[src/design/xor_checksum_frame_deframer_macros.svh]
// Assertion helpers for the deframer back end.
// Both expect clk and arst_n in scope.
`ifndef XOR_CHECKSUM_FRAME_DEFRAMER_MACROS_SVH
`define XOR_CHECKSUM_FRAME_DEFRAMER_MACROS_SVH

// Same-cycle implication.
`define XCFD_ASSERT_IMPL(lbl, ante, cons, msg) \
	lbl: assert property (@(posedge clk) disable iff (!arst_n) (ante) |-> (cons)) else $error(msg);

// Next-cycle implication.
`define XCFD_ASSERT_NEXT(lbl, ante, cons, msg) \
	lbl: assert property (@(posedge clk) disable iff (!arst_n) (ante) |=> (cons)) else $error(msg);

`endif

[src/design/xcfd_pkg.sv]
package xcfd_pkg;

	localparam int WINDOW_DEPTH  = 64;
	localparam int WIN_AW        = $clog2(WINDOW_DEPTH);
	localparam int CNT_W         = WIN_AW + 1;
	localparam int FRAME_LEN_CAP = 36;
	localparam int LEN_W         = 6;

	localparam int QUEUE_DEPTH = 4;
	localparam int QUEUE_AW    = $clog2(QUEUE_DEPTH);

	localparam int CFG_IDX_W = 2;
	localparam logic [CFG_IDX_W-1:0] REG_MIN_LEN = CFG_IDX_W'(0);
	localparam logic [CFG_IDX_W-1:0] REG_MAX_LEN = CFG_IDX_W'(1);

	localparam logic [LEN_W-1:0] MIN_LEN_RESET = LEN_W'(3);
	localparam logic [LEN_W-1:0] MAX_LEN_RESET = LEN_W'(36);

	typedef struct packed {
		logic       valid;
		logic [7:0] data;
	} xcfd_beat_t;

	// Circular window index: base plus an offset of at most the depth.
	function automatic logic [WIN_AW-1:0] win_wrap(input logic [WIN_AW-1:0] base,
			input logic [CNT_W-1:0] off);
		logic [CNT_W:0] s;
		s = {1'b0, CNT_W'(base)} + {1'b0, off};
		if (s >= (CNT_W+1)'(WINDOW_DEPTH))
			s = s - (CNT_W+1)'(WINDOW_DEPTH);
		return s[WIN_AW-1:0];
	endfunction

	function automatic logic source_ok(input logic [7:0] s);
		return s inside {8'h50, 8'h68, 8'h3F, 8'h3B, 8'hED, 8'h7F, 8'h80,
			8'hF0, 8'h18, 8'h6A, 8'hC8, 8'hB0, 8'hE8, 8'hD0};
	endfunction

endpackage

[src/design/xcfd_front.sv]
module xcfd_front (
	input  logic                    clk,
	input  logic                    arst_n,
	input  logic                    in_valid,
	output logic                    in_ready,
	input  logic [7:0]              rx_byte,
	output xcfd_pkg::xcfd_beat_t    q_beat,
	input  logic                    q_ready
);
	import xcfd_pkg::*;

	logic [7:0]          slot_q [QUEUE_DEPTH];
	logic [QUEUE_AW-1:0] wr_ptr_q;
	logic [QUEUE_AW-1:0] rd_ptr_q;
	logic [QUEUE_AW:0]   fill_q;
	logic                push;
	logic                pop;

	assign in_ready    = (fill_q < (QUEUE_AW+1)'(QUEUE_DEPTH));
	assign push        = in_valid && in_ready;
	assign q_beat.valid = (fill_q != '0);
	assign q_beat.data  = slot_q[rd_ptr_q];
	assign pop         = q_beat.valid && q_ready;

	always_ff @(posedge clk or negedge arst_n) begin
		if (!arst_n) begin
			wr_ptr_q <= '0;
			rd_ptr_q <= '0;
			fill_q   <= '0;
		end else begin
			if (push)
				wr_ptr_q <= wr_ptr_q + QUEUE_AW'(1);
			if (pop)
				rd_ptr_q <= rd_ptr_q + QUEUE_AW'(1);
			if (push && !pop)
				fill_q <= fill_q + (QUEUE_AW+1)'(1);
			else if (pop && !push)
				fill_q <= fill_q - (QUEUE_AW+1)'(1);
		end
	end

	always_ff @(posedge clk) begin
		if (push)
			slot_q[wr_ptr_q] <= rx_byte;
	end

endmodule

[src/design/xcfd_back.sv]
module xcfd_back (
	input  logic                       clk,
	input  logic                       arst_n,
	input  xcfd_pkg::xcfd_beat_t       q_beat,
	output logic                       q_ready,
	input  logic [xcfd_pkg::LEN_W-1:0] min_len,
	input  logic [xcfd_pkg::LEN_W-1:0] max_len,
	output logic                       out_valid,
	input  logic                       out_ready,
	output logic [7:0]                 frame_byte,
	output logic                       first_of_frame,
	output logic                       last_of_frame
);
	import xcfd_pkg::*;
	`include "xor_checksum_frame_deframer_macros.svh"

	typedef enum logic [5:0] {
		ST_IDLE    = 6'b000001,
		ST_SEARCH  = 6'b000010,
		ST_LEN     = 6'b000100,
		ST_SUM     = 6'b001000,
		ST_EMIT_RD = 6'b010000,
		ST_EMIT_WR = 6'b100000
	} state_t;

	state_t            state_q, state_d;
	logic [WIN_AW-1:0] head_q, head_d;
	logic [CNT_W-1:0]  count_q, count_d;
	logic [LEN_W-1:0]  cnt_q, cnt_d;
	logic              out_valid_q, out_valid_d;

	logic [LEN_W-1:0]  len_q;
	logic [7:0]        sum_q;
	logic [7:0]        src_q;
	logic [7:0]        frame_byte_q;
	logic              first_q;
	logic              last_q;

	logic [7:0]        win_mem [WINDOW_DEPTH];
	logic [7:0]        rd_data_q;
	logic              rd_en;
	logic [CNT_W-1:0]  rd_off;
	logic [WIN_AW-1:0] rd_addr;
	logic              wr_en;
	logic [WIN_AW-1:0] wr_addr;

	logic              drop_en;
	logic [CNT_W-1:0]  drop_n;
	logic              len_ld;
	logic              sum_acc;
	logic              src_ld;
	logic              out_ld;
	logic              len_bad;
	logic [CNT_W-1:0]  need;
	logic [LEN_W-1:0]  len_end;

	assign len_bad = (rd_data_q < {2'b00, min_len}) || (rd_data_q > {2'b00, max_len})
		|| (rd_data_q > 8'(FRAME_LEN_CAP));
	assign need    = CNT_W'(rd_data_q[LEN_W-1:0]) + CNT_W'(2);
	assign len_end = len_q + LEN_W'(2);

	always_comb begin
		state_d     = state_q;
		head_d      = head_q;
		count_d     = count_q;
		cnt_d       = cnt_q;
		out_valid_d = out_valid_q && !out_ready;
		drop_en     = 1'b0;
		drop_n      = '0;
		wr_en       = 1'b0;
		rd_en       = 1'b0;
		rd_off      = '0;
		len_ld      = 1'b0;
		sum_acc     = 1'b0;
		src_ld      = 1'b0;
		out_ld      = 1'b0;
		case (state_q)
			ST_IDLE: begin
				if (q_beat.valid) begin
					// full window: drop the new beat, search anyway
					if (count_q < CNT_W'(WINDOW_DEPTH)) begin
						wr_en   = 1'b1;
						count_d = count_q + CNT_W'(1);
					end
					state_d = ST_SEARCH;
				end
			end
			ST_SEARCH: begin
				if (count_q >= CNT_W'(2)) begin
					rd_en   = 1'b1;
					rd_off  = CNT_W'(1);
					state_d = ST_LEN;
				end else begin
					state_d = ST_IDLE;
				end
			end
			ST_LEN: begin
				if (len_bad) begin
					drop_en = 1'b1;
					drop_n  = CNT_W'(1);
					state_d = ST_SEARCH;
				end else if (count_q < need) begin
					state_d = ST_IDLE;
				end else begin
					len_ld  = 1'b1;
					cnt_d   = '0;
					state_d = ST_SUM;
				end
			end
			ST_SUM: begin
				if (cnt_q == len_end) begin
					// rd_data_q holds the checksum byte
					if (rd_data_q != sum_q) begin
						drop_en = 1'b1;
						drop_n  = CNT_W'(1);
						state_d = ST_SEARCH;
					end else if (!source_ok(src_q)) begin
						drop_en = 1'b1;
						drop_n  = CNT_W'(len_end);
						state_d = ST_SEARCH;
					end else begin
						cnt_d   = '0;
						state_d = ST_EMIT_RD;
					end
				end else begin
					// issue read of byte cnt, fold in byte cnt-1
					rd_en   = 1'b1;
					rd_off  = CNT_W'(cnt_q);
					sum_acc = (cnt_q != '0);
					src_ld  = (cnt_q == LEN_W'(1));
					cnt_d   = cnt_q + LEN_W'(1);
				end
			end
			ST_EMIT_RD: begin
				rd_en   = 1'b1;
				rd_off  = CNT_W'(cnt_q);
				state_d = ST_EMIT_WR;
			end
			ST_EMIT_WR: begin
				if (!out_valid_q || out_ready) begin
					out_ld      = 1'b1;
					out_valid_d = 1'b1;
					if (cnt_q == len_q + LEN_W'(1)) begin
						drop_en = 1'b1;
						drop_n  = CNT_W'(len_end);
						state_d = ST_IDLE;
					end else begin
						cnt_d   = cnt_q + LEN_W'(1);
						state_d = ST_EMIT_RD;
					end
				end
			end
			default: begin
				state_d = ST_IDLE;
			end
		endcase
		if (drop_en) begin
			head_d  = win_wrap(head_q, drop_n);
			count_d = count_q - drop_n;
		end
	end

	assign q_ready = (state_q == ST_IDLE);
	assign rd_addr = win_wrap(head_q, rd_off);
	assign wr_addr = win_wrap(head_q, count_q);

	always_ff @(posedge clk) begin
		if (wr_en)
			win_mem[wr_addr] <= q_beat.data;
		if (rd_en)
			rd_data_q <= win_mem[rd_addr];
	end

	always_ff @(posedge clk or negedge arst_n) begin
		if (!arst_n) begin
			state_q     <= ST_IDLE;
			head_q      <= '0;
			count_q     <= '0;
			cnt_q       <= '0;
			out_valid_q <= 1'b0;
		end else begin
			state_q     <= state_d;
			head_q      <= head_d;
			count_q     <= count_d;
			cnt_q       <= cnt_d;
			out_valid_q <= out_valid_d;
		end
	end

	always_ff @(posedge clk) begin
		if (len_ld) begin
			len_q <= rd_data_q[LEN_W-1:0];
			sum_q <= '0;
		end else if (sum_acc) begin
			sum_q <= sum_q ^ rd_data_q;
		end
		if (src_ld)
			src_q <= rd_data_q;
		if (out_ld) begin
			frame_byte_q <= rd_data_q;
			first_q      <= (cnt_q == '0);
			last_q       <= (cnt_q == len_q + LEN_W'(1));
		end
	end

	assign out_valid      = out_valid_q;
	assign frame_byte     = frame_byte_q;
	assign first_of_frame = first_q;
	assign last_of_frame  = last_q;

	`XCFD_ASSERT_IMPL(a_count_bound, 1'b1, count_q <= CNT_W'(WINDOW_DEPTH), "window count above depth")
	`XCFD_ASSERT_IMPL(a_sum_len, state_q == ST_SUM, len_q <= LEN_W'(FRAME_LEN_CAP) && count_q >= CNT_W'(len_end), "checksum pass on a frame not held")
	`XCFD_ASSERT_NEXT(a_out_source, !out_valid_q && state_q != ST_EMIT_WR, !out_valid_q, "result beat outside emission")

endmodule

[src/design/xor_checksum_frame_deframer.sv]
// Length-prefixed XOR checksum deframer.
// in_valid/in_ready/rx_byte: one received bus byte per beat. A four-beat input
// queue takes bytes while the search engine is busy.
// out_valid/out_ready: one frame byte per beat, first_of_frame on the source
// byte, last_of_frame on the checksum byte.
// cfg_valid/cfg_ready/cfg_index/cfg_data: register 0 is the minimum length,
// register 1 the maximum; other indexes are ignored. cfg_ready is always high.
// Each byte is stored and the length byte probed (no probe while fewer than
// two bytes are held), then a checksum pass runs once a whole frame is
// buffered; a bad length or checksum drops one byte and the probe repeats on
// the next one, an unknown source drops the frame. An accepted frame is read
// out a byte at a time over the single read port of the 64-byte window memory.
// Reset empties the window and the input queue and loads lengths 3 and 36.
// A stalled receiver holds the output register; the engine waits, the input
// queue fills, then in_ready drops.
module xor_checksum_frame_deframer (
	input  logic                           clk,
	input  logic                           arst_n,
	input  logic                           in_valid,
	output logic                           in_ready,
	input  logic [7:0]                     rx_byte,
	output logic                           out_valid,
	input  logic                           out_ready,
	output logic [7:0]                     frame_byte,
	output logic                           first_of_frame,
	output logic                           last_of_frame,
	input  logic                           cfg_valid,
	output logic                           cfg_ready,
	input  logic [xcfd_pkg::CFG_IDX_W-1:0] cfg_index,
	input  logic [xcfd_pkg::LEN_W-1:0]     cfg_data
);
	import xcfd_pkg::*;

	xcfd_beat_t       q_beat;
	logic             q_ready;
	logic [LEN_W-1:0] min_len_q;
	logic [LEN_W-1:0] max_len_q;

	assign cfg_ready = 1'b1;

	always_ff @(posedge clk or negedge arst_n) begin
		if (!arst_n) begin
			min_len_q <= MIN_LEN_RESET;
			max_len_q <= MAX_LEN_RESET;
		end else if (cfg_valid) begin
			case (cfg_index)
				REG_MIN_LEN: min_len_q <= cfg_data;
				REG_MAX_LEN: max_len_q <= cfg_data;
				default: begin
				end
			endcase
		end
	end

	xcfd_front u_front (
		.clk      (clk),
		.arst_n   (arst_n),
		.in_valid (in_valid),
		.in_ready (in_ready),
		.rx_byte  (rx_byte),
		.q_beat   (q_beat),
		.q_ready  (q_ready)
	);

	xcfd_back u_back (
		.clk            (clk),
		.arst_n         (arst_n),
		.q_beat         (q_beat),
		.q_ready        (q_ready),
		.min_len        (min_len_q),
		.max_len        (max_len_q),
		.out_valid      (out_valid),
		.out_ready      (out_ready),
		.frame_byte     (frame_byte),
		.first_of_frame (first_of_frame),
		.last_of_frame  (last_of_frame)
	);

endmodule

[config.mk]
export PLATFORM = sky130hd
export DESIGN_NAME = xor_checksum_frame_deframer
export DESIGN_NICKNAME = d
export VERILOG_FILES = /design/src/design/xcfd_pkg.sv /design/src/design/xcfd_front.sv /design/src/design/xcfd_back.sv /design/src/design/xor_checksum_frame_deframer.sv
export VERILOG_INCLUDE_DIRS = /design/src /design/src/design
export SDC_FILE = /design/constraint.sdc
export NUM_CORES = 1
export LEC_CHECK = 0
export BUFFER_PORTS_ARGS = -buffer_cell sky130_fd_sc_hd__buf_2
export CAP_MARGIN = 15
export CORE_MARGIN = 5
export CORE_UTILIZATION = 35
export DETAILED_ROUTE_END_ITERATION = 8
export PLACE_DENSITY_LB_ADDON = 0.08
export SLEW_MARGIN = 15
export SYNTH_ARGS = -nofsm -noshare
export SYNTH_HDL_FRONTEND = slang
export SYNTH_SLANG_ARGS = --single-unit
[constraint.sdc]
create_clock -name clk -period 8.15 [get_ports clk]
set_input_delay 1.63 -clock clk [delete_from_list [all_inputs] [get_ports clk]]
set_output_delay 1.63 -clock clk [all_outputs]
set_load 0.01 [all_outputs]
## After elaboration in Yosys (flattened, before gate mapping)

Memories as Yosys holds them, arrays and structs flattened. A register that Yosys moved wholly into a read port is not among the register bits.
Index checks and enable logic that the tools add are counted.
Widths: inputs -> output; s select.

- Memories: 2
- Bits in writable memories: 544
- Word-level logic and storage cells: 170
- Bits in registers: 77
- Output and inout port bits: 13
- Bits of input ports: 21

Memories:

| memory | words | bits a word | rd ports | clocked after Yosys merged registers in | wr ports | RTL line | RTL |
|---|---|---|---|---|---|---|---|
| u_back.win_mem | 64 | 8 | 1 | 1 | 1 | xcfd_back.sv:39 | `logic [7:0] win_mem [WINDOW_DEPTH];` |
| u_front.slot_q | 4 | 8 | 1 | 0 | 1 | xcfd_front.sv:12 | `logic [7:0] slot_q [QUEUE_DEPTH];` |

- Muxes and demuxes: 65
- $lt $le $gt $ge: 10
- Eq/ne operators: 33
- Add/sub/neg operators: 16
- Reduce and logical (&&, ||, !) cells: 27
- Bitwise gates (word level): 1

Operator list:

| cell | count |
|---|---|
| $mux 6 | 18 |
| $eq 8x8->1 const B | 7 |
| $mux 7 | 7 |
| $pmux 7 s3 | 2 |
| $pmux 6 s6 | 1 |
| $eq 8x7->1 const B | 4 |
| $mux 1 | 28 |
| $add 6x7->8 | 3 |
| $ge 8x7->1 const B | 3 |
| $pmux 6 s3 | 1 |
| $sub 6x1->6 const B | 3 |
| $eq 8x6->1 const B | 2 |
| $reduce_bool 14->1 | 1 |
| $add 6x1->6 const B | 2 |
| $eq 6x1->1 const B | 2 |
| $eq 6x6->1 | 2 |
| $mux 5 | 2 |
| $mux 3 | 3 |
| $eq 8x5->1 const B | 1 |
| $gt 8x6->1 | 1 |
| $gt 8x6->1 const B | 1 |
| $lt 8x6->1 | 1 |
| $ne 8x8->1 | 1 |
| $reduce_bool 2->1 | 4 |
| other kinds (33) | 52 |

## Depth between registers and ports, before layout

- Depth in word-level cells: 9
- Gate-level depth with buffers: 19
- Depth with buffers taken out: 18

## Hierarchy

Synthesis repeated with hierarchy kept, for this count alone.

- Cell total of the unflattened synthesis: 1401
- Area total of the unflattened synthesis: 26563.0 µm²

Modules (own cells, without submodules):

| module | cells an instance | instances | area an instance (µm²) | sequential area each (µm²) |
|---|---|---|---|---|
| xcfd_back | 1295 | 1 | 24506.0 | 17147.7 |
| xcfd_front | 78 | 1 | 1575.3 | 1136.1 |
| xor_checksum_frame_deframer | 28 | 1 | 481.7 | 305.3 |

## Worst setup path after synthesis

OpenSTA, ideal clock, no wires.

- Kind: in2reg
- From: input port out_ready
- To: register u_back.count_q[6]
- Buffers on the path: 0
- Cell stages on the path: 14
- Data arrival time: 4475 ps
- Required time: 8025 ps
- Path slack: 3550 ps
- Setup time: 125 ps
- Cell sequence: nor2b_1 nor2_1 nand2_1 nand2_1 or3b_2 ha_1 fa_1 nor2b_1 o21ai_0 nand2b_1 a21o_1 a21oi_1 xor2_1 mux2_2

- Longest elaborated chain between the ends: 5
- Elaborated cells on any way between the ends: 11
- Those cells by class: 1 x add/sub; 5 x mux; 5 x reduce/logical

Ends and longest elaborated chain:

| item | RTL line | RTL |
|---|---|---|
| from (decl) | xor_checksum_frame_deframer.sv:23 | `input logic out_ready,` |
| $logic_or 1x1->1 (*) | xcfd_back.sv:140 | `if (!out_valid_q \|\| out_ready) begin` |
| $mux 7 / $mux 1 (equally long branches) | xcfd_back.sv:140 |  |
| $pmux 7 s3 / $pmux 1 s3 (equally long branches) | xcfd_back.sv:77 | `case (state_q)` |
| $sub 7x7->7 / $reduce_bool 2->1 (equally long branches) | -- |  |
| $mux 7 / $reduce_and 3->1 (equally long branches) | -- |  |
| to (signal assigned) | xcfd_back.sv:184 | `count_q <= count_d;` |
| to (decl) | xcfd_back.sv:28 | `logic [CNT_W-1:0] count_q, count_d;` |

Mark *: on every way between the ends. The rest lies on a longest branch, timed or not.
A chain may end at the register's enable or synchronous reset.

## Worst setup path in the final report

- From: register u_back.len_q[1]
- To: register u_back.rd_data_q[2] (read register of u_back.win_mem) (data pin)

- Longest elaborated chain between the ends: 7
- Elaborated cells on any way between the ends: 10
- Those cells by class: 3 x add/sub; 1 x order compare; 1 x eq/ne; 5 x mux

Ends and longest elaborated chain:

| item | RTL line | RTL |
|---|---|---|
| from (decl) | xcfd_back.sv:32 | `logic [LEN_W-1:0] len_q;` |
| from (signal assigned) | xcfd_back.sv:192 | `len_q <= rd_data_q[LEN_W-1:0];` |
| $add 6x2->6 (*) | xcfd_back.sv:60 | `assign len_end = len_q + LEN_W'(2);` |
| $eq 6x6->1 (*) | xcfd_back.sv:111 | `if (cnt_q == len_end) begin` |
| $mux 6 | xcfd_back.sv:111 |  |
| $pmux 7 s3 | xcfd_back.sv:77 |  |
| $add 6x7->8 | xcfd_pkg.sv:28 | `s = {1'b0, CNT_W'(base)} + {1'b0, off};` |
| $ge 8x7->1 / $sub 6x1->6 (equally long branches) | xcfd_pkg.sv:29, xcfd_pkg.sv:30 |  |
| $mux 6 | xcfd_pkg.sv:29 | `if (s >= (CNT_W+1)'(WINDOW_DEPTH))` |
| to (decl) | xcfd_back.sv:40 | `logic [7:0] rd_data_q;` |

Marked as above.

==> key figures <==
Yosys
  – Gate Count Post-Synth: 1,398
  – #FFs+latches synth: 629
  – Register area share after synthesis: 70.7%
  – Number of distinct library cells after synthesis: a little over 60
  – Prevailing post-synth register cell: edfxtp_1
  – Mapped Area: 0.0263 mm2
  – Syn avg cell area: 18.8 um2
  – Syn Nets: around 1.5k
  – Async SR Flop Fraction: under 10%
  – Number of flops mapped to enable cells by yosys: 576
  – Synth Warn #: 0

Place
  – # port buffers: 32
  – Routability congestion estimate: 0.741
  – DPL Wire Length: 40,400 um
  – Placed cell area: 0.0278 mm2

Clock network
  – Deepest clock path buffer count: 3
  – Clock-pin slew on the worst setup and hold paths: 0.06 ns
  – Post-CTS resize count: 0
  – Clk_lat worst skew: 0.62 ns
  – Post-CTS Setup Inserts: 0
  – CTS tree: done
  – CTS Buf Count: 72
  – Root buf cell: clkbuf_16
  – Hold Buf Count CTS: 0
  – Clock H-tree levels: 3
  – CTS sink cnt: 629

Floorplan
  – Die W: 284 um
  – Starting Density: roughly a third
  – Core ar.: between 0.07 and 0.08 mm2
  – Row Count: 100
  – Boundary Pins: 34
  – DIE AREA: slightly above 0.08 mm2
  – Die height: 284 um

Power
  – Tot Pwr: 10.4 mW
  – LEAKAGE: roughly 10 nW
  – Peak supply drop: 0.000157 V
  – Pwr dens: 345 mW/mm2

Setup path
  – Critical Path Start: u_back.len_q[1]
  – Largest stage delay, worst path: 1.41 ns
  – Reg2reg path depth: 15
  – CP bufs+invs: 3
  – Worst Path Max Fanout: 52
  – CP max stage cell: fa_4
  – Cell Chain, Critical Path: ha_1 > xor2_1 > o221ai_1 > a211oi_4 > a2bb2oi_2 > o21bai_1 > ha_4 > inv_1 > fa_4 > buf_12 > buf_4 > mux4_2 > mux4_2 > a211oi_1 > a21oi_1
  – WS Path Type: reg -> reg
  – Critical Path RT: 8.49 ns
  – Worst setup path endpoint: u_back.rd_data_q[2]
  – Worst EP arrival: 6.17 ns
  – Reg-to-reg startpoint: u_back.len_q[1]
  – CP most frequent cell: mux4_2
  – Number of cells on the critical path: 15
  – R2R Path End: u_back.rd_data_q[2]
  – CP Launch Type: flop
  – Worst Setup End Kind: flop
  – Family with the most delay on the worst path: adder cells
  – Worst reg2reg setup slack: about 2.3 ns

Final layout
  – Core Util, Final: 40.4%
  – Fin nets: 1,564
  – Total area of multi-input combinational cells: 0.00737 mm2
  – Design area: 0.0301 mm2
  – P&R area growth vs syn: 14.4%
  – Fillers: ~6.6k
  – Sequential cell area: ~0.019 mm2
  – Layout cell share with drive strength beyond 1: 24.4%

Timing
  – RSZ-0062 raised after global routing: false
  – Sum of negative setup slack: 0 ns
  – Final hold vios: 0
  – Max Clk Rate: around 0.17 GHz
  – Final setup vio count: 0
  – Final period util: 71.5%
  – Final Skew: 0.0173 ns
  – Slew of the pin with the lowest slew margin: 1.17 ns
  – WHS: between 0.5 and 0.6 ns
  – Fin crit period: about 5.8 ns
  – Final Max Tran Viols: 0
  – Slew HR: 21.5%

Global route
  – Vias in the first global route: between 10k and 15k
  – Global-route wire length before repair: 96,300 um
  – Number of antenna violations at the first check in global routing: 0
  – Largest net degree at the start of global routing: 65
  – GR Util All Layers: approximately 16%
  – GR Overflow Total: 0

Status
  – Outcome: finished clean

Detailed routing
  – Post-DR wirelength/cell: 26.0 um
  – DRT Pass-1 Iters: 5
  – Via count: 13.0k
  – Drt total wl: 65,400 um
  – Vias/cell: 5.19
  – DRC errors left: 0
  – Iter 0 DRT Violations: 790
  – DRT antenna net count: 0

Worst hold path
  – Hold WC Path Type: reg -> reg

Flow run
  – MaxCap Viol Count: 0
worst min-delay path by stage:
stage                 start      endpoint  slack, ns  cells after the start
2_1_floorplan  max_len_q[1]  max_len_q[1]       0.48                      1
3_3_place_gp   max_len_q[4]  max_len_q[4]       0.50                      1
3_5_place_dp   max_len_q[4]  max_len_q[4]       0.50                      1
4_1_cts        max_len_q[4]  max_len_q[4]       0.51                      1
5_1_grt        max_len_q[3]  max_len_q[3]       0.54                      1
6_report       max_len_q[4]  max_len_q[4]       0.51                      1
per-layer routing:
metal / global-route usage (%) / share of wire, % / vias to the layer above
met1: 22.0 / 44 / 6896
met5: 0 / 0 / -
met2: 27.1 / 49 / 262
met3: 2.80 / 3.9 / 106
met4: 4.75 / 2.5 / 0
li1: - / - / 5769
flip-flops by register name, indices dropped and copies added (netlist names):
| signal | cells |
|---|---|
| max_len_q | 6 |
| u_back.rd_data_q | 8 |
| u_back.sum_q | 8 |
| u_back.src_q | 8 |
| u_back.win_mem | 512 |
| u_back.first_of_frame | 1 |
| u_back.last_of_frame | 1 |
| u_back.head_q | 6 |
| u_back.out_valid | 1 |
| u_back.frame_byte | 8 |
| u_front.rd_ptr_q | 2 |
| u_front.wr_ptr_q | 2 |
| u_back.cnt_q | 6 |
| u_back.len_q | 6 |
| min_len_q | 6 |
| u_back.state_q | 6 |
| u_back.count_q | 7 |
| u_front.slot_q | 32 |
| u_front.fill_q | 3 |
worst reg2reg max path: stages (launching register included):
cell,delay [ns]
edfxtp_1,0.50
ha_1,0.32
xor2_1,0.19
o221ai_1,0.29
a211oi_4,0.15
a2bb2oi_2,0.19
o21bai_1,0.28
ha_4,0.18
inv_1,0.05
fa_4,1.41
buf_12,0.47
buf_4,0.34
mux4_2,0.35
mux4_2,0.49
a211oi_1,0.27
a21oi_1,0.07
per-stage QoR:
stage | cells | setup slack (ns)
global placement | 2383 | 2.35
finish | 2512 | 2.32
floorplan | 1398 | 3.55
CTS | 2511 | 2.24
detailed placement | 2383 | 2.26
global route | 2511 | 1.99
logic make-up after synthesis:
kind of cell / share of synthesized area, %
AO/OA/AOI/OAI: 2.83
XOR/XNOR: 2.07
adder cells (fa/ha/maj): 2.76
buffers and inverters: 1.40
flip-flops: 70.7
multiplexers: 15.4
other: 0.0143
AND/OR/NAND/NOR: 4.79
power by group:
group / switching (mW) / leakage, nW / internal [mW]
clock: 1.31 / 1.13 / 1.87
combinational: 1.71 / 2.89 / 1.07
sequential: 0.166 / 5.80 / 4.26
total: 3.18 / 9.82 / 7.21
synth_stat cells, drive strengths merged (2+ instances only):
cell,count,area (um2)
a211oi,11,95.1
a21o,10,75.1
a21oi,34,181
a22o,4,35.0
a31oi,3,18.8
and2,9,56.3
and3,5,31.3
and3b,3,26.3
buf,23,114
clkbuf,29,109
dfrtp,40,1000
dfstp,5,131
dfxtp,8,160
edfxtp,576,17300
fa,5,100
ha,50,626
inv,39,146
mux2,14,158
mux2i,11,110
mux4,168,3780
nand2,49,184
nand2b,10,62.6
nand3,14,82.6
nand3b,9,67.6
nand4,4,25.0
nor2,98,368
nor2b,25,164
nor3,7,35.0
nor3b,2,15.0
nor4,9,62.6
o211ai,5,37.5
o21a,5,37.5
o21ai,27,135
o21bai,5,37.5
o221ai,2,17.5
or2,2,15.0
or3b,2,17.5
xnor2,26,228
xor2,36,315
placed cells by master (no fill, tap or decap), types with 6 or more instances in the layout:
cell / count
a211oi_1: 10
a21o_1: 10
a21oi_1: 33
and2_1: 9
buf_2: 32
buf_4: 33
bufinv_16: 6
clkbuf_1: 18
clkbuf_16: 73
clkinv_1: 9
clkinv_2: 12
dfrtp_1: 40
dfxtp_1: 8
edfxtp_1: 576
ha_1: 49
inv_1: 38
mux2_2: 14
mux2i_1: 11
mux4_2: 168
nand2_1: 49
nand2b_1: 10
nand3_1: 13
nand3b_1: 9
nor2_1: 98
nor2b_1: 24
nor3_1: 7
nor4_1: 8
o21ai_0: 27
xnor2_1: 23
xor2_1: 36
cell type report:
type                    instances  area share [%]
diodes                          1         0.00832
clock buffers                  94            6.43
clock inverters                34            1.19
inverters                      39           0.487
multi-input cells             678            24.5
flip-flops and latches        629            61.8
well taps                     969            4.03
repair buffers                 68            1.56
No activity file was read; power rests on OpenSTA's default activity.
